### config.mk
export PLATFORM = sky130hd
export DESIGN_NAME = nested_page_table_walker
export DESIGN_NICKNAME = d
export VERILOG_FILES = /design/src/hw/rtl/nptw_pkg.sv /design/src/hw/rtl/nptw_out_queue.sv /design/src/hw/rtl/nested_page_table_walker.sv
export VERILOG_INCLUDE_DIRS = /design/src /design/src/hw/rtl
export SDC_FILE = /design/constraint.sdc
export NUM_CORES = 1
export LEC_CHECK = 0
export ABC_AREA = 0
export BUFFER_PORTS_ARGS = -buffer_cell sky130_fd_sc_hd__buf_4
export CAP_MARGIN = 20
export CORE_UTILIZATION = 55
export DETAILED_ROUTE_END_ITERATION = 7
export PLACE_DENSITY = 0.88
export SYNTH_ARGS = -nofsm -noshare
export SYNTH_HDL_FRONTEND = slang
export SYNTH_SLANG_ARGS = --single-unit
### constraint.sdc
create_clock -name clock -period 5.7 [get_ports clock]
set_input_delay 0.285 -clock clock [delete_from_list [all_inputs] [get_ports clock]]
set_output_delay 0.285 -clock clock [all_outputs]
set_load 0.1 [all_outputs]
### src/hw/rtl/nested_page_table_walker_macros.svh
// Assertion macros shared by the nested page table walker RTL.
// Depends on nothing; included by the modules that carry assertions.
`ifndef NESTED_PAGE_TABLE_WALKER_MACROS_SVH
`define NESTED_PAGE_TABLE_WALKER_MACROS_SVH

// Same-cycle implication, disabled while reset is high.
`define NPTW_ASSERT_NOW(label, clk, rst, ante, cons) \
   label: assert property (@(posedge clk) disable iff (rst) (ante) |-> (cons)) \
      else $error("nptw assertion failed");

// Next-cycle implication, disabled while reset is high.
`define NPTW_ASSERT_NEXT(label, clk, rst, ante, cons) \
   label: assert property (@(posedge clk) disable iff (rst) (ante) |=> (cons)) \
      else $error("nptw assertion failed");

`endif

### src/hw/rtl/nptw_pkg.sv
// Package for the nested page table walker: payload types, codes and
// address helper functions. Depends on nothing.
package nptw_pkg;

   localparam int PHYS_ADDR_BITS = 52;
   localparam int OUT_BITS       = 52;
   localparam int VA_BITS        = 48;

   localparam logic [1:0] KIND_VIRT = 2'd0;
   localparam logic [1:0] KIND_PHYS = 2'd1;
   localparam logic [1:0] KIND_RESP = 2'd2;

   localparam logic [1:0] RESULT_READ  = 2'd0;
   localparam logic [1:0] RESULT_DONE  = 2'd1;
   localparam logic [1:0] RESULT_FAULT = 2'd2;
   localparam logic [1:0] RESULT_BUSY  = 2'd3;

   localparam logic REG_GUEST_ROOT = 1'b0;
   localparam logic REG_EPT_ROOT   = 1'b1;

   typedef struct packed {
      logic [1:0]  kind;
      logic [63:0] address;
      logic [63:0] entry;
      logic        read_error;
   } nptw_req_type;

   typedef struct packed {
      logic [1:0]          result_kind;
      logic [OUT_BITS-1:0] result_address;
      logic [1:0]          fault_level;
      logic                fault_in_ept;
   } nptw_rsp_type;

   // Nine-bit table index of an address at the given walk level.
   function automatic logic [8:0] tbl_index(logic [VA_BITS-1:0] a, logic [1:0] lvl);
      logic [8:0] idx;
      case (lvl)
         2'd0:    idx = a[47:39];
         2'd1:    idx = a[38:30];
         2'd2:    idx = a[29:21];
         default: idx = a[20:12];
      endcase
      return idx;
   endfunction

   // 4 KiB frame of an entry or root, bits above the physical width dropped.
   function automatic logic [OUT_BITS-1:0] frame_4k(logic [63:0] e);
      logic [OUT_BITS-1:0] f;
      f = '0;
      f[PHYS_ADDR_BITS-1:12] = e[PHYS_ADDR_BITS-1:12];
      return f;
   endfunction

   // Address of an 8-byte entry inside a table; the index never carries.
   function automatic logic [OUT_BITS-1:0] entry_addr(logic [OUT_BITS-1:0] base,
                                                      logic [8:0] idx);
      return {base[OUT_BITS-1:12], idx, 3'b000};
   endfunction

   // True when the entry ends the walk at this level.
   function automatic logic is_leaf(logic [63:0] e, logic [1:0] lvl);
      return (lvl == 2'd3) || (((lvl == 2'd1) || (lvl == 2'd2)) && e[7]);
   endfunction

   // Final address: 1 GiB page at level 1, 2 MiB at level 2, else 4 KiB.
   function automatic logic [OUT_BITS-1:0] leaf_address(logic [63:0] e, logic [1:0] lvl,
                                                        logic [VA_BITS-1:0] a);
      logic [OUT_BITS-1:0] f;
      f = frame_4k(e);
      case (lvl)
         2'd1:    f[29:0] = a[29:0];
         2'd2:    f[20:0] = a[20:0];
         default: f[11:0] = a[11:0];
      endcase
      return f;
   endfunction

endpackage

### src/hw/rtl/nptw_out_queue.sv
// Two-entry result queue (output register plus skid slot) for the walker.
// Depends on nptw_pkg and nested_page_table_walker_macros.svh.
`include "nested_page_table_walker_macros.svh"

module nptw_out_queue (
   input  logic                  clock,
   input  logic                  reset,
   input  logic                  push,
   input  nptw_pkg::nptw_rsp_type push_data,
   output logic                  full,
   output logic                  rsp_valid,
   input  logic                  rsp_stall,
   output nptw_pkg::nptw_rsp_type rsp_payload
);
   import nptw_pkg::*;

   logic         head_valid_ff, head_valid_in;
   logic         skid_valid_ff, skid_valid_in;
   nptw_rsp_type head_ff, head_in;
   nptw_rsp_type skid_ff, skid_in;
   logic         pop;

   assign pop         = head_valid_ff && !rsp_stall;
   assign full        = skid_valid_ff;
   assign rsp_valid   = head_valid_ff;
   assign rsp_payload = head_ff;

   always_comb begin
      head_valid_in = head_valid_ff;
      skid_valid_in = skid_valid_ff;
      head_in       = head_ff;
      skid_in       = skid_ff;
      if (pop) begin
         if (skid_valid_ff) begin
            head_in       = skid_ff;
            skid_valid_in = push;
            skid_in       = push_data;
         end else begin
            head_valid_in = push;
            head_in       = push_data;
         end
      end else if (push) begin
         if (head_valid_ff) begin
            skid_valid_in = 1'b1;
            skid_in       = push_data;
         end else begin
            head_valid_in = 1'b1;
            head_in       = push_data;
         end
      end
   end

   always_ff @(posedge clock) begin
      if (reset) begin
         head_valid_ff <= 1'b0;
         skid_valid_ff <= 1'b0;
      end else begin
         head_valid_ff <= head_valid_in;
         skid_valid_ff <= skid_valid_in;
      end
   end

   always_ff @(posedge clock) begin
      head_ff <= head_in;
      skid_ff <= skid_in;
   end

   `NPTW_ASSERT_NOW(a_skid_needs_head, clock, reset, skid_valid_ff, head_valid_ff)
   `NPTW_ASSERT_NOW(a_no_push_when_full, clock, reset, push, !skid_valid_ff || pop)
   `NPTW_ASSERT_NEXT(a_skid_moves_up, clock, reset, skid_valid_ff && pop, head_valid_ff && (head_ff == $past(skid_ff)))

endmodule

### src/hw/rtl/nested_page_table_walker.sv
// Nested four-level page table walker: each result is registered in the
// result queue before it reaches the rsp channel; one request is accepted
// per cycle while req_stall is low. A two-entry result queue lets requests
// flow while rsp stalls; req_stall rises only when both entries hold results.
// Reset is synchronous and active high: it clears the walk state, the roots
// and the result queue at once, with no clearing pass.
// Depends on nptw_pkg and nptw_out_queue.

module nested_page_table_walker (
   input  logic                   clock,
   input  logic                   reset,
   input  logic                   req_valid,
   output logic                   req_stall,
   input  nptw_pkg::nptw_req_type req_payload,
   output logic                   rsp_valid,
   input  logic                   rsp_stall,
   output nptw_pkg::nptw_rsp_type rsp_payload,
   input  logic                   csr_psel,
   input  logic                   csr_penable,
   input  logic                   csr_pwrite,
   input  logic [3:0]             csr_paddr,
   input  logic [63:0]            csr_pwdata,
   output logic [63:0]            csr_prdata,
   output logic                   csr_pready
);
   import nptw_pkg::*;

   // Walk phases: idle, waiting on an extended entry, waiting on a guest entry.
   localparam logic [1:0] PH_IDLE  = 2'd0;
   localparam logic [1:0] PH_EPT   = 2'd1;
   localparam logic [1:0] PH_GUEST = 2'd2;

   logic [63:0]        guest_root_ff, ept_root_ff;
   logic [1:0]         phase_ff, phase_in;
   logic [1:0]         guest_level_ff, guest_level_in;
   logic [1:0]         ept_level_ff, ept_level_in;
   logic               virt_ff, virt_in;
   logic [VA_BITS-1:0] req_addr_ff, req_addr_in;
   logic [VA_BITS-1:0] target_ff, target_in;

   logic               accept;
   logic               push;
   logic               full;
   logic               cfg_write;
   nptw_rsp_type       res;
   logic [OUT_BITS-1:0] tmp_addr;
   logic [1:0]         next_level;

   assign accept     = req_valid && !req_stall;
   assign req_stall  = full;
   assign csr_pready = 1'b1;
   assign cfg_write  = csr_psel && csr_penable && csr_pwrite;
   assign csr_prdata = (csr_paddr[3] == REG_EPT_ROOT) ? ept_root_ff : guest_root_ff;

   // Registers sit at byte offsets 0 and 8; bit 3 of the address selects one.
   always_ff @(posedge clock) begin
      if (reset) begin
         guest_root_ff <= '0;
         ept_root_ff   <= '0;
      end else if (cfg_write) begin
         if (csr_paddr[3] == REG_EPT_ROOT) begin
            ept_root_ff <= csr_pwdata;
         end else begin
            guest_root_ff <= csr_pwdata;
         end
      end
   end

   // At most one walk step per accepted request. Every entry address is a frame with
   // a scaled index in its low twelve bits, so the adds of the walk reduce to
   // bit concatenation. Only address bits 47 and below ever matter, so the
   // saved addresses are 48 bits wide.
   always_comb begin
      phase_in       = phase_ff;
      guest_level_in = guest_level_ff;
      ept_level_in   = ept_level_ff;
      virt_in        = virt_ff;
      req_addr_in    = req_addr_ff;
      target_in      = target_ff;
      push           = 1'b0;
      res            = '0;
      tmp_addr       = '0;
      next_level     = '0;
      if (accept) begin
         unique case (req_payload.kind) inside
            KIND_VIRT, KIND_PHYS: begin
               push = 1'b1;
               if (phase_ff != PH_IDLE) begin
                  // A new translation while a walk runs is turned away.
                  res.result_kind = RESULT_BUSY;
               end else begin
                  req_addr_in    = req_payload.address[VA_BITS-1:0];
                  virt_in        = (req_payload.kind == KIND_VIRT);
                  guest_level_in = 2'd0;
                  if (req_payload.kind == KIND_VIRT) begin
                     tmp_addr  = entry_addr(frame_4k(guest_root_ff),
                                            tbl_index(req_payload.address[VA_BITS-1:0],
                                                      2'd0));
                     target_in = tmp_addr[VA_BITS-1:0];
                  end else begin
                     target_in = req_payload.address[VA_BITS-1:0];
                  end
                  ept_level_in          = 2'd0;
                  phase_in              = PH_EPT;
                  res.result_kind       = RESULT_READ;
                  res.result_address    = entry_addr(frame_4k(ept_root_ff),
                                                     tbl_index(target_in, 2'd0));
               end
            end
            KIND_RESP: begin
               unique case (phase_ff)
                  PH_EPT: begin
                     push = 1'b1;
                     if (req_payload.read_error || !req_payload.entry[0]) begin
                        phase_in         = PH_IDLE;
                        res.result_kind  = RESULT_FAULT;
                        res.fault_level  = ept_level_ff;
                        res.fault_in_ept = 1'b1;
                     end else if (!is_leaf(req_payload.entry, ept_level_ff)) begin
                        next_level         = 2'(ept_level_ff + 2'd1);
                        ept_level_in       = next_level;
                        res.result_kind    = RESULT_READ;
                        res.result_address = entry_addr(frame_4k(req_payload.entry),
                                                        tbl_index(target_ff, next_level));
                     end else begin
                        res.result_address = leaf_address(req_payload.entry, ept_level_ff,
                                                          target_ff);
                        if (!virt_ff) begin
                           phase_in        = PH_IDLE;
                           res.result_kind = RESULT_DONE;
                        end else begin
                           // The extended walk located a guest entry: read it.
                           phase_in        = PH_GUEST;
                           res.result_kind = RESULT_READ;
                        end
                     end
                  end
                  PH_GUEST: begin
                     push = 1'b1;
                     if (req_payload.read_error || !req_payload.entry[0]) begin
                        phase_in        = PH_IDLE;
                        res.result_kind = RESULT_FAULT;
                        res.fault_level = guest_level_ff;
                     end else if (is_leaf(req_payload.entry, guest_level_ff)) begin
                        phase_in           = PH_IDLE;
                        res.result_kind    = RESULT_DONE;
                        res.result_address = leaf_address(req_payload.entry, guest_level_ff,
                                                          req_addr_ff);
                     end else begin
                        // Next guest table: its entry address goes through a
                        // fresh extended walk.
                        next_level         = 2'(guest_level_ff + 2'd1);
                        guest_level_in     = next_level;
                        tmp_addr           = entry_addr(frame_4k(req_payload.entry),
                                                        tbl_index(req_addr_ff, next_level));
                        target_in          = tmp_addr[VA_BITS-1:0];
                        ept_level_in       = 2'd0;
                        phase_in           = PH_EPT;
                        res.result_kind    = RESULT_READ;
                        res.result_address = entry_addr(frame_4k(ept_root_ff),
                                                        tbl_index(target_in, 2'd0));
                     end
                  end
                  default: begin
                     // A response with no walk running is dropped.
                     phase_in = PH_IDLE;
                  end
               endcase
            end
            default: begin
               // The unused kind code is ignored.
            end
         endcase
      end
   end

   always_ff @(posedge clock) begin
      if (reset) begin
         phase_ff       <= PH_IDLE;
         guest_level_ff <= '0;
         ept_level_ff   <= '0;
         virt_ff        <= 1'b0;
         req_addr_ff    <= '0;
         target_ff      <= '0;
      end else begin
         phase_ff       <= phase_in;
         guest_level_ff <= guest_level_in;
         ept_level_ff   <= ept_level_in;
         virt_ff        <= virt_in;
         req_addr_ff    <= req_addr_in;
         target_ff      <= target_in;
      end
   end

   nptw_out_queue u_out_queue (
      .clock       (clock),
      .reset       (reset),
      .push        (push),
      .push_data   (res),
      .full        (full),
      .rsp_valid   (rsp_valid),
      .rsp_stall   (rsp_stall),
      .rsp_payload (rsp_payload)
   );

endmodule
# ---- Word-level counts from Yosys, hierarchy flattened
# Cells that the tools add are included.
dict set report totals {
  output_inout_bits 124
  inputBits 206
  wordCells 150
  ff_bits 347
}
dict set report op_classes {
  reduce_logical 35
  n_mux 66
  addsub 2
  n_bitwise 2
  eq_ne 27
}
# op count
set ops {}
lappend ops {{57-bit 2-to-1 mux} 9}
lappend ops {{48-bit 2-to-1 mux} 5}
lappend ops {{52-bit 2-to-1 mux} 3}
lappend ops {{56-bit one-hot mux with 2 select lines} 1}
lappend ops {{54-bit one-hot mux with 2 select lines} 1}
lappend ops {{48-bit one-hot mux with 2 select lines} 1}
lappend ops {{64-bit 2-to-1 mux} 1}
lappend ops {{54-bit 2-to-1 mux} 1}
lappend ops {{9-bit one-hot mux with 3 select lines} 2}
lappend ops {{53-bit 2-to-1 mux} 1}
lappend ops {{9-bit 2-to-1 mux} 4}
lappend ops {{2-bit 2-to-1 mux} 16}
lappend ops {{2-bit one-hot mux with 2 select lines} 5}
lappend ops {{2-bit == test, second input constant} 8}
lappend ops {{1-bit 2-to-1 mux} 13}
lappend ops {{2-bit by 1-bit == test with 1-bit output, second input constant} 6}
lappend ops {{3-bit != test, second input constant} 4}
lappend ops {{2-bit != test, second input constant} 5}
lappend ops {{2-bit AND reduction} 5}
lappend ops {{8-bit AND reduction} 1}
lappend ops {{2-bit nonzero test} 4}
lappend ops {{2-bit OR reduction} 4}
lappend ops {{1-bit logical AND} 6}
lappend ops {{2-bit logical NOT} 3}
lappend ops {{other kinds (12)} 23}

# ---- Logic depth before layout (Yosys ltp)
# Gate-level depths: netlist of the first run.
dict set report depth {
  depth_word 12
  depth_mapped 10
}

# ---- Cells and area by module
# From an unflattened synthesis of the first run, not the netlist that was laid out.
dict set report hier_totals {
  cells_unflattened 1788
  hier_area_um2 16537.1
}
# module cells_per_inst instances area_each_um2
set modules_own_cells {}
lappend modules_own_cells {nested_page_table_walker 1597 1 12186.7}
lappend modules_own_cells {nptw_out_queue 191 1 4350.4}

# ---- Worst setup path after synthesis of the first run
# Ideal clock, no wire load.
dict set report synth_timing {
  path_kind {reg2reg}
  from {reg u_out_queue.skid_valid_ff, in the netlist u_out_queue.full}
  to {reg u_out_queue.skid_ff[0] (netlist bit) (enable)}
  stages_incl_launch_ff 6
  required_time_ps 5222
  slack_ps 1247
  arrival_time_ps 3975
  n_path_buf 0
  setup_ps 478
  cell_sequence {dfxtp_1 nor2b_1 nand2_1 a21oi_1 mux2i_1 nor2b_1}
}
dict set report synth_between {
  elab_chain_len 5
  elab_cells_between_ends 6
  classes_between {1 x eq/ne; 1 x mux; 4 x reduce/logical}
}
# item line_no
set synth_rtl {}
lappend synth_rtl {{start: declaration} nptw_out_queue.sv:18} ;# logic skid_valid_ff, skid_valid_in;
lappend synth_rtl {{start signal: assignment} nptw_out_queue.sv:59} ;# skid_valid_ff <= skid_valid_in;
lappend synth_rtl {{1-bit logical NOT} nested_page_table_walker.sv:49} ;# assign accept = req_valid && !req_stall;
lappend synth_rtl {{1-bit logical AND} nested_page_table_walker.sv:49}
lappend synth_rtl {{1-bit 2-to-1 mux} nested_page_table_walker.sv:84} ;# if (accept) begin
lappend synth_rtl {{2-bit nonzero test (no line)} --}
lappend synth_rtl {{3-bit AND reduction (no line) (*)} --}
lappend synth_rtl {{end signal: assignment} nptw_out_queue.sv:65} ;# skid_ff <= skid_in;
lappend synth_rtl {{end: declaration} nptw_out_queue.sv:20} ;# nptw_rsp_type skid_ff, skid_in;
# Mark *: on every way between the ends. The rest lies on a longest branch, timed or not.
# A chain may end at the register's enable or synchronous reset.

# ---- Final worst setup path of the first run
dict set report layout_timing {
  from {reg u_out_queue.skid_valid_ff, in the netlist u_out_queue.full}
  to {reg u_out_queue.skid_ff[34] (netlist bit) (enable)}
}
# The elaborated chain is that of the path after synthesis.

==> results of run 1 <==
-- metrics by stage --
step | instance area, um^2 | utilization | setup slack (ns)
after floorplan | 16170 | - | 1.247
after global placement | 18350 | 0.6376 | 2.491
after detailed placement | 18350 | 0.6376 | 2.305
after CTS | 19720 | 0.6852 | 2.279
after global routing | 19780 | 0.6871 | 2.131
final | 19780 | 0.6871 | 2.275
-- worst max path at each step --
stage	startpoint	end	slack, ns	cells past startpoint
3_3_place_gp	req_payload[129]	u_out_queue.skid_ff[33]	2.49	7
4_1_cts	u_out_queue.full	u_out_queue.skid_ff[54]	2.28	6
2_1_floorplan	u_out_queue.full	u_out_queue.skid_ff[0]	1.25	5
6_report	u_out_queue.full	u_out_queue.skid_ff[34]	2.28	6
5_1_grt	u_out_queue.full	u_out_queue.skid_ff[49]	2.13	6
3_5_place_dp	req_payload[129]	u_out_queue.skid_ff[33]	2.30	7
-- layer usage --
layer,vias up,share of wire
met3,179,0.098
li1,6645,-
met2,877,0.46
met4,0,0.057
met5,-,0
met1,6978,0.38
-- placed cells by master (no fill, tap or decap), types with 11 or more instances in the layout --
master	count
clkbuf_16	41
mux2i_1	55
a211oi_1	11
a22o_1	23
a22oi_1	20
mux2_2	74
a32oi_1	12
buf_4	304
edfxtp_1	114
o21ai_0	51
inv_1	28
nand3_1	19
a21o_1	59
a221oi_1	18
ha_1	12
a21oi_1	247
nor2_1	15
nand2_1	511
dfxtp_1	233
and3_1	11
-- flip-flops by register name, indices dropped and copies added, names as in the netlist --
name / flops
ept_level_ff: 2
guest_level_ff: 2
u_out_queue.full: 1
virt_ff: 1
u_out_queue.skid_ff: 57
phase_ff: 2
req_addr_ff: 48
u_out_queue.rsp_payload: 57
guest_root_ff: 64
u_out_queue.rsp_valid: 1
ept_root_ff: 64
target_ff: 48
-- report_power, final --
group	total [W]	switching, W	internal, W
sequential	0.00269	0.0000534	0.00263
clock	0.00265	0.00100	0.00165
combinational	0.000832	0.000590	0.000242
-- kinds of logic (layout without fill, tap and decap cells) --
family / after synthesis / after routing / synth area share
fa+ha+maj: 12 / 12 / 0.009287
mux: 129 / 129 / 0.08560
simple gates: 608 / 608 / 0.1560
flops: 347 / 347 / 0.5003
compound gates: 503 / 503 / 0.2013
other cells: 1 / 1 / 0.0002320
buf+inv: 167 / 405 / 0.04729
-- repair_timing --
action,CTS,global route
hold buffers,2,0
endpoints found under the hold margin,2,0
gates resized for setup,0,0
-- area by class of cell --
cell class | instances | area, um^2
multi-input combinational | 1253 | 7382
fill | 2184 | 9005
clock buffer | 49 | 1076
sequential | 347 | 8088
timing repair buffer | 309 | 2369
clock inverter | 19 | 275.3
inverter | 28 | 105.1
tap | 384 | 480.5
-- worst register-to-register path, stage by stage (launching register included) --
cell	delay, ns
dfxtp_1	0.38
nor2b_1	0.27
nand2_1	0.52
a21oi_1	0.41
mux2i_1	0.20
nor2b_4	0.73
buf_4	0.53
==> qor.csv, run 1 <==
metric;value;unit
status;finished clean;
total die area;0.03008;mm^2
Crit path largest cell delay;0.73;ns
hold path depth;3;
Post-Syn Area;0.01617;mm^2
GR Layer Usage met1;0.4243;
RR Endpoint;u_out_queue.skid_ff[34];
CTS root buffer;clkbuf_16;
Longest Clk Path Bufs;3;
post-CTS setup buffers;0;
WP buf/inv;1;
Iteration-0 DRC Markers;1723;
Area Overhead vs Synth;22.32;%
flops & latches, synth;347;
vias in the first global route;14076;
Post-Syn Nets;1985;
Chip Height;173.4;um
leading post-synthesis cells by cell area;dfxtp_1, edfxtp_1, nand2_1;
Worst Hold Launch;csr_pwdata[5];
clock slew seen by the registers of the worst setup and hold paths;0.06;ns
CTS tree;yes;
Inserted Diodes;0;
Worst slew margin;0.2277;
# Max-Cap Violations;0;
R2R Path Start;u_out_queue.full;
Routed Antenna Nets;0;
Max Transition Viols Final;0;
Layout Cells excl Fill;2389;
Placed Cells;2317;
GRT Residual Overflow;0;
crit path capture type;flop;
CP Data Required Time;5.86;ns
unrepaired setup endpoints after global routing;no;
post-layout min period;3.425;ns
Pleak;8.000;nW
fin nets;2194;
DR WL/cell;21.63;um
die width;173.4;um
sequential area share after synthesis;0.5003;
Post-synth top cells;nand2_1, a21oi_1, dfxtp_1;
met3 usage;0.07478;
min-delay worst type;in -> reg;
largest net degree at the start of global routing;152;
Yosys Warn Count;0;
Mapped Cells;1767;
io pins;330;
iteration count of the initial detailed-routing pass;7;
clk sink count;347;
cell taking the most area after synthesis;dfxtp_1;
maximum vdd drop;0.0002239;V
Post-synth EDFFs;114;
CP max FO;29;
cell at the slowest stage of the critical path;nor2b_4;
worst reg-to-reg setup slack;2.28;ns
crit path DAT;3.59;ns
Final setup viols;0;
gr usage total;0.3347;
setup TNS after final layout;0;ns
fmax;292.0;MHz
FF-to-FF path depth;6;
share of cells above drive strength 1;0.2414;
Avg Inst Size Synth;9.149;um^2
hold slack;0.009594;ns
first-pass GRT wire length;78960;um
Post-synth top flop;dfxtp_1;
Top Family by Delay on Critical Path;simple AND/OR/NAND/NOR gates;
Slew @ Worst Pin;1.155;ns
core area;0.02878;mm^2
Pwr Density;312.0;mW/mm^2
row count;62;
H-tree depth;2;
detailed placement HPWL;34420;um
Hold EP;guest_root_ff[5];
count leader, synth;nand2_1;
Distinct cells, synth;53;
GR peak layer;met2;
worst skew pair latency;0.53;ns
Setup crit start kind;flop;
Tcrit/Tclk final;0.6009;
Power, Total;0.006170;W
TritonCTS Buffers;37;
Placer Congestion;0.9730;
Setup Skew;0.02084;ns
post-synth top area share;0.2885;
Crit Path Category;reg -> reg;
Via density;6.144;
Async S/R FF share, synth;0;
initial antenna violation count;0;
Hold Fails Final Rpt;0;
drt total wl;51670;um
crit-path cells;nor2b_1 -> nand2_1 -> a21oi_1 -> mux2i_1 -> nor2b_4 -> buf_4;
met2 track demand over resource;0.5355;
routed via count;14679;
port buffer count;287;
DRC viols;0;
initial core utilization;0.5617;
No activity file was read; power rests on OpenSTA's default activity.
==> run 2, diff against run 1 <==
==> constraint.sdc (replaced) <==
create_clock -name clock -period 3.4 [get_ports clock]
set_input_delay 0.17 -clock clock [delete_from_list [all_inputs] [get_ports clock]]
set_output_delay 0.17 -clock clock [all_outputs]
set_load 0.1 [all_outputs]
==> run 2 against run 1 <==
The run now ends with design-rule violations left. Highest routed layer unchanged. Total power is 65% higher. Register-to-register slack got worse by 1.9 ns. Largest cell class unchanged. Worst hold slack better by 0.0059 ns. Clock skew is 0.0053 ns lower. Fmax increased by 12%. Count of clock-buffer cells in the layout increased by 6.
==> qor.csv, run 2 (synthesis results as in run 1) <==
metric;value;unit;change
Tcrit/Tclk final;0.9029;;+0.3020
routed via count;15699;;+6.9%
failing checks;design-rule violations;;
status;finished with violations;;
crit path capture type;flop;;
row count;62;;unchanged
core area;0.02878;mm^2;unchanged
Crit path largest cell delay;0.76;ns;+0.03 ns
Placed Cells;2328;;+0.47%
GRT Residual Overflow;0;;unchanged
Setup crit start kind;flop;;
post-layout min period;3.070;ns;-0.3551 ns
fmax;325.8;MHz;+12%
share of cells above drive strength 1;0.2294;;-0.01200
largest net degree at the start of global routing;98;;-36%
die width;173.4;um;unchanged
initial core utilization;0.5617;;unchanged
Pwr Density;486.3;mW/mm^2;+56%
first-pass GRT wire length;86130;um;+9.1%
worst skew pair latency;0.54;ns;about the same
Largest regs;ept_root_ff: 64 flops, guest_root_ff: 64 flops;;
WP buf/inv;2;;+1
CP max FO;31;;+6.9%
leading cell type in the layout, fill and taps excluded;nand2_1;;
Area Overhead vs Synth;29.86;%;
maximum vdd drop;0.0004099;V;+83%
Setup Skew;0.01555;ns;-0.005288 ns
H-tree depth;2;;unchanged
drt total wl;56870;um;+10%
Pleak;8.506;nW;+6.3%
# Max-Cap Violations;0;;unchanged
TritonCTS Buffers;37;;unchanged
Hold Fails Final Rpt;0;;unchanged
Slew @ Worst Pin;0.8928;ns;-0.2619 ns
total die area;0.03008;mm^2;unchanged
Max Transition Viols Final;0;;unchanged
initial antenna violation count;2;;+2
Longest Clk Path Bufs;3;;unchanged
clock slew seen by the registers of the worst setup and hold paths;0.07;ns;about the same
unrepaired setup endpoints after global routing;no;;
port buffer count;287;;unchanged
cell at the slowest stage of the critical path;ha_1;;
Resize count post-CTS;0;;unchanged
iteration count of the initial detailed-routing pass;8;;+1
clk sink count;347;;unchanged
Power, Total;0.01021;W;+65%
detailed placement HPWL;35360;um;+2.7%
DR WL/cell;22.55;um;+4.3%
most frequent cells in the layout;nand2_1, buf_4, a21oi_1;;
CTS root buffer;clkbuf_16;;
post-CTS setup buffers;0;;unchanged
Iteration-0 DRC Markers;2134;;+24%
Routed Antenna Nets;0;;unchanged
gr usage total;0.3671;;+0.03240
vias in the first global route;15272;;+8.5%
CP Data Required Time;3.66;ns;-2.20 ns
DRC viols;1;;+1
io pins;330;;unchanged
Worst slew margin;0.4034;;+0.1757
Top Family by Delay on Critical Path;compound AO/OA/AOI/OAI gates;;
CTS tree;yes;;
min-delay worst type;in -> reg;;
crit path DAT;3.33;ns;-0.26 ns
Final setup viols;0;;unchanged
hold slack;0.01549;ns;+0.005894 ns
Chip Height;173.4;um;unchanged
Placer Congestion;1.028;;+5.7%
Crit Path Category;reg -> reg;;
setup TNS after final layout;0;ns;unchanged
Via density;6.225;;+1.3%
crit-path cells;inv_1 -> ha_1 -> a21oi_2 -> nor3_4 -> buf_4 -> a22oi_1 -> a311oi_2;;
Layout Cells excl Fill;2522;;+5.6%
fin nets;2326;;+6.0%
[run 2: cell types whose count changed in the layout (fill, tap and decap cells not counted), sizes merged]
cell         change
clkinv           -2
buf              +9
inv              +1
dlygate4sd3    +123
bufinv           -5
clkinvlp         -1
diode            +2
clkbuf           +6
[run 2: timing repair]
item                       CTS  global route
hold buffers               125             0
setup endpoints to repair    0             0
hold endpoints to repair   192             0
[run 2: layer usage]
layer  global-route usage  routed length (um)
met3              0.09956                6941
met5                    0                   0
met4               0.1888                3403
met2               0.5808               25710
met1               0.4605               20820
[run 2: final timing paths]
check	startpoint	to	slack [ns]	cells past startpoint
worst min-delay path	req_payload[34]	u_out_queue.skid_ff[36]	0.02	2
worst max-delay path	guest_level_ff[0]	u_out_queue.skid_ff[30]	0.33	7
worst min register to register	ept_root_ff[7]	ept_root_ff[7]	0.45	2
worst max register to register	guest_level_ff[0]	u_out_queue.skid_ff[30]	0.33	7
[run 2: stage by stage]
step                cell area, um^2  worst slack [ns]  utilization
detailed placement            18490            0.5565       0.6424
global route                  20990            0.2617       0.7295
finish                        20990            0.3302       0.7295
CTS                           20990            0.4872       0.7293
global placement              18490            0.7139       0.6424
floorplan                     16170           0.01591            -
[run 2: area by class of cell]
| class | count | area (um^2) |
|---|---|---|
| antenna | 2 | 5.005 |
| clock buffer | 55 | 1137 |
| multi-input combinational | 1253 | 7376 |
| timing repair buffer | 441 | 3690 |
| clock inverter | 12 | 112.6 |
| fill | 1940 | 7786 |
| tap | 384 | 480.5 |
| inverter | 28 | 105.1 |
| sequential | 347 | 8088 |
[run 2: where the power goes]
| part | total [W] | internal (W) | switching [W] |
|---|---|---|---|
| logic | 0.00154 | 0.000501 | 0.00104 |
| clock network | 0.00416 | 0.00247 | 0.00169 |
| registers | 0.00451 | 0.00441 | 0.0000992 |
| total | 0.0102 | 0.00739 | 0.00282 |
[run 2: worst reg2reg max path, delay by kind of cell (launching register included)]
kind	cells	cell delay [ns]
buffers and inverters	2	0.50
flip-flops	1	0.42
AO/OA/AOI/OAI	3	0.92
adder cells (fa/ha/maj)	1	0.76
AND/OR/NAND/NOR	1	0.20
==> run 3, diff against run 2 <==
--- a/config.mk
+++ b/config.mk
@@ -9,9 +9,10 @@
 export ABC_AREA = 0
 export BUFFER_PORTS_ARGS = -buffer_cell sky130_fd_sc_hd__buf_4
 export CAP_MARGIN = 20
-export CORE_UTILIZATION = 55
+export CORE_UTILIZATION = 60
 export DETAILED_ROUTE_END_ITERATION = 7
-export PLACE_DENSITY = 0.88
+export PLACE_DENSITY = 0.94
+export SKIP_LAST_GASP = 1
 export SYNTH_ARGS = -nofsm -noshare
 export SYNTH_HDL_FRONTEND = slang
 export SYNTH_SLANG_ARGS = --single-unit
==> constraint.sdc (replaced) <==
create_clock -name clock -period 3.9 [get_ports clock]
set_input_delay 0.39 -clock clock [delete_from_list [all_inputs] [get_ports clock]]
set_output_delay 0.39 -clock clock [all_outputs]
set_load 0.1 [all_outputs]
==> run 3 against run 2 <==
The flow still finishes with violations (design-rule violations). Die area fell by 8.2%. Clock power fell by 15%. Fmax fell by 3.0%. Sequential share of layout area rose by 2.7 points. Combinational power fell by 21%. Critical path depth did not move. Design area fell by 6.5%. Register-to-register slack improved by 0.41 ns. Clock skew rose by 0.00057 ns. Cell count fell by 7.0%. Worst hold slack improved by 0.10 ns. Critical endpoint is now u_out_queue.skid_ff[31].
==> qor.csv, run 3 (synthesis results as in run 1) <==
metric;value;unit;change
total die area;0.02761;mm^2;-8.2%
CP max FO;22;;-29%
CTS root buffer;clkbuf_16;;
setup TNS after final layout;0;ns;unchanged
Worst slew margin;0.2875;;-0.1159
failing checks;design-rule violations;;
worst skew pair latency;0.53;ns;about the same
drt total wl;51640;um;-9.2%
Fill cells;1831;;-5.6%
CP Data Required Time;4.15;ns;+0.49 ns
Power, Total;0.008679;W;-15%
post-layout min period;3.163;ns;+0.09343 ns
crit-path cells;inv_1 -> ha_1 -> a21oi_2 -> nor3_4 -> buf_12 -> a22oi_1 -> a311oi_2;;
Pleak;7.958;nW;-6.4%
Crit. Startpoint;guest_level_ff[0];;
gr usage total;0.3663;;-0.0008407
Setup Skew;0.01612;ns;+0.0005683 ns
DRC viols;10;;+9
Inserted Diodes;0;;-2
DR WL/cell;22.02;um;-2.4%
die width;166.2;um;-4.2%
# Max-Cap Violations;0;;unchanged
Crit Path Category;reg -> reg;;
crit path capture type;flop;;
Placed Cells;2277;;-2.2%
GRT Residual Overflow;0;;unchanged
detailed placement HPWL;34820;um;-1.5%
share of cells above drive strength 1;0.2418;;+0.01239
vias in the first global route;14399;;-5.7%
Setup crit start kind;flop;;
iteration count of the initial detailed-routing pass;8;;unchanged
core area;0.02628;mm^2;-8.7%
Tcrit/Tclk final;0.8111;;-0.09180
Longest Clk Path Bufs;3;;unchanged
Area Overhead vs Synth;21.47;%;
final instance area;0.01964;mm^2;-6.5%
Layout Cells excl Fill;2345;;-7.0%
port buffer count;287;;unchanged
clk sink count;347;;unchanged
initial core utilization;0.6152;;+0.05343
Largest regs;ept_root_ff: 64 flops, guest_root_ff: 64 flops;;
Routed Antenna Nets;0;;unchanged
Via density;6.368;;+2.3%
crit path DAT;3.41;ns;+0.08 ns
io pins;330;;unchanged
maximum vdd drop;0.0003848;V;-6.1%
Max Transition Viols Final;0;;unchanged
Chip Height;166.2;um;-4.2%
TritonCTS Buffers;37;;unchanged
Crit path largest cell delay;0.73;ns;-0.03 ns
initial antenna violation count;0;;-2
min-delay worst type;in -> reg;;
Resize count post-CTS;0;;unchanged
clock slew seen by the registers of the worst setup and hold paths;0.06;ns;about the same
Slew @ Worst Pin;1.067;ns;+0.1738 ns
most frequent cells in the layout;nand2_1, buf_4, a21oi_1;;
Worst Hold Launch;req_payload[81];;
routed via count;14934;;-4.9%
status;finished with violations;;
Placer Congestion;0.9750;;-5.2%
CTS tree;yes;;
Final setup viols;0;;unchanged
WP buf/inv;2;;unchanged
post-placement cell area;0.01842;mm^2;-0.36%
fmax;316.1;MHz;-3.0%
Hold Fails Final Rpt;0;;unchanged
first-pass GRT wire length;79330;um;-7.9%
cell at the slowest stage of the critical path;ha_1;;
R2R Path Start;guest_level_ff[0];;
Iteration-0 DRC Markers;2087;;-2.2%
row count;59;;-4.8%
Top Family by Delay on Critical Path;compound AO/OA/AOI/OAI gates;;
Pwr Density;442.0;mW/mm^2;-9.1%
post-CTS setup buffers;0;;unchanged
H-tree depth;2;;unchanged
fin nets;2199;;-5.5%
largest net degree at the start of global routing;113;;+15%
unrepaired setup endpoints after global routing;no;;
leading cell type in the layout, fill and taps excluded;nand2_1;;
CTS hold repair buffers;0;;-100%
-- run 3: final cells by class --
cell class                 count  area, um^2  area share
clock inverter                13       120.1    0.006117
sequential                   347        8088      0.4119
inverter                      28       105.1    0.005352
tap                          335       419.2     0.02134
timing repair buffer         314        2436      0.1241
multi-input combinational   1253        7373      0.3755
clock buffer                  55        1096     0.05581
-- run 3: per-stage QoR --
| stage | util | hold slack (ns) | setup slack [ns] |
|---|---|---|---|
| floorplan | - | 0.4321 | 0.5159 |
| global placement | 0.7010 | 0.4378 | 1.003 |
| detailed placement | 0.7010 | 0.4439 | 0.8290 |
| CTS | 0.7472 | 0.1180 | 0.8382 |
| global route | 0.7472 | 0.1147 | 0.7248 |
| finish | 0.7472 | 0.1168 | 0.7368 |
-- run 3: worst paths after layout --
check / endpoint / slack, ns / depth (start not counted)
worst max-delay path: u_out_queue.skid_ff[31] / 0.74 / 7
worst min-delay path: req_addr_ff[16] / 0.12 / 3
worst max register to register: u_out_queue.skid_ff[31] / 0.74 / 7
worst min register to register: ept_root_ff[8] / 0.45 / 2
-- run 3: report_power, final --
part,leakage [nW],internal (W),switching [W]
Combinational,4.31,0.000355,0.000866
Sequential,3.05,0.00385,0.0000786
Clock,0.601,0.00208,0.00145
-- run 3: worst min-delay path: cells and delay by family --
kind | cells | cell delay [ns]
buf+inv | 1 | 0.11
simple gates | 1 | 0.05
compound gates | 1 | 0.05
-- run 3: layer usage --
layer	track usage	wire length, um	part of all wire	up-vias
met2	0.5926	23600	0.46	1056
met1	0.4600	19440	0.38	7022
met5	0	0	0	-
met4	0.1694	2446	0.047	0
li1	-	-	-	6658
met3	0.09509	6147	0.12	198
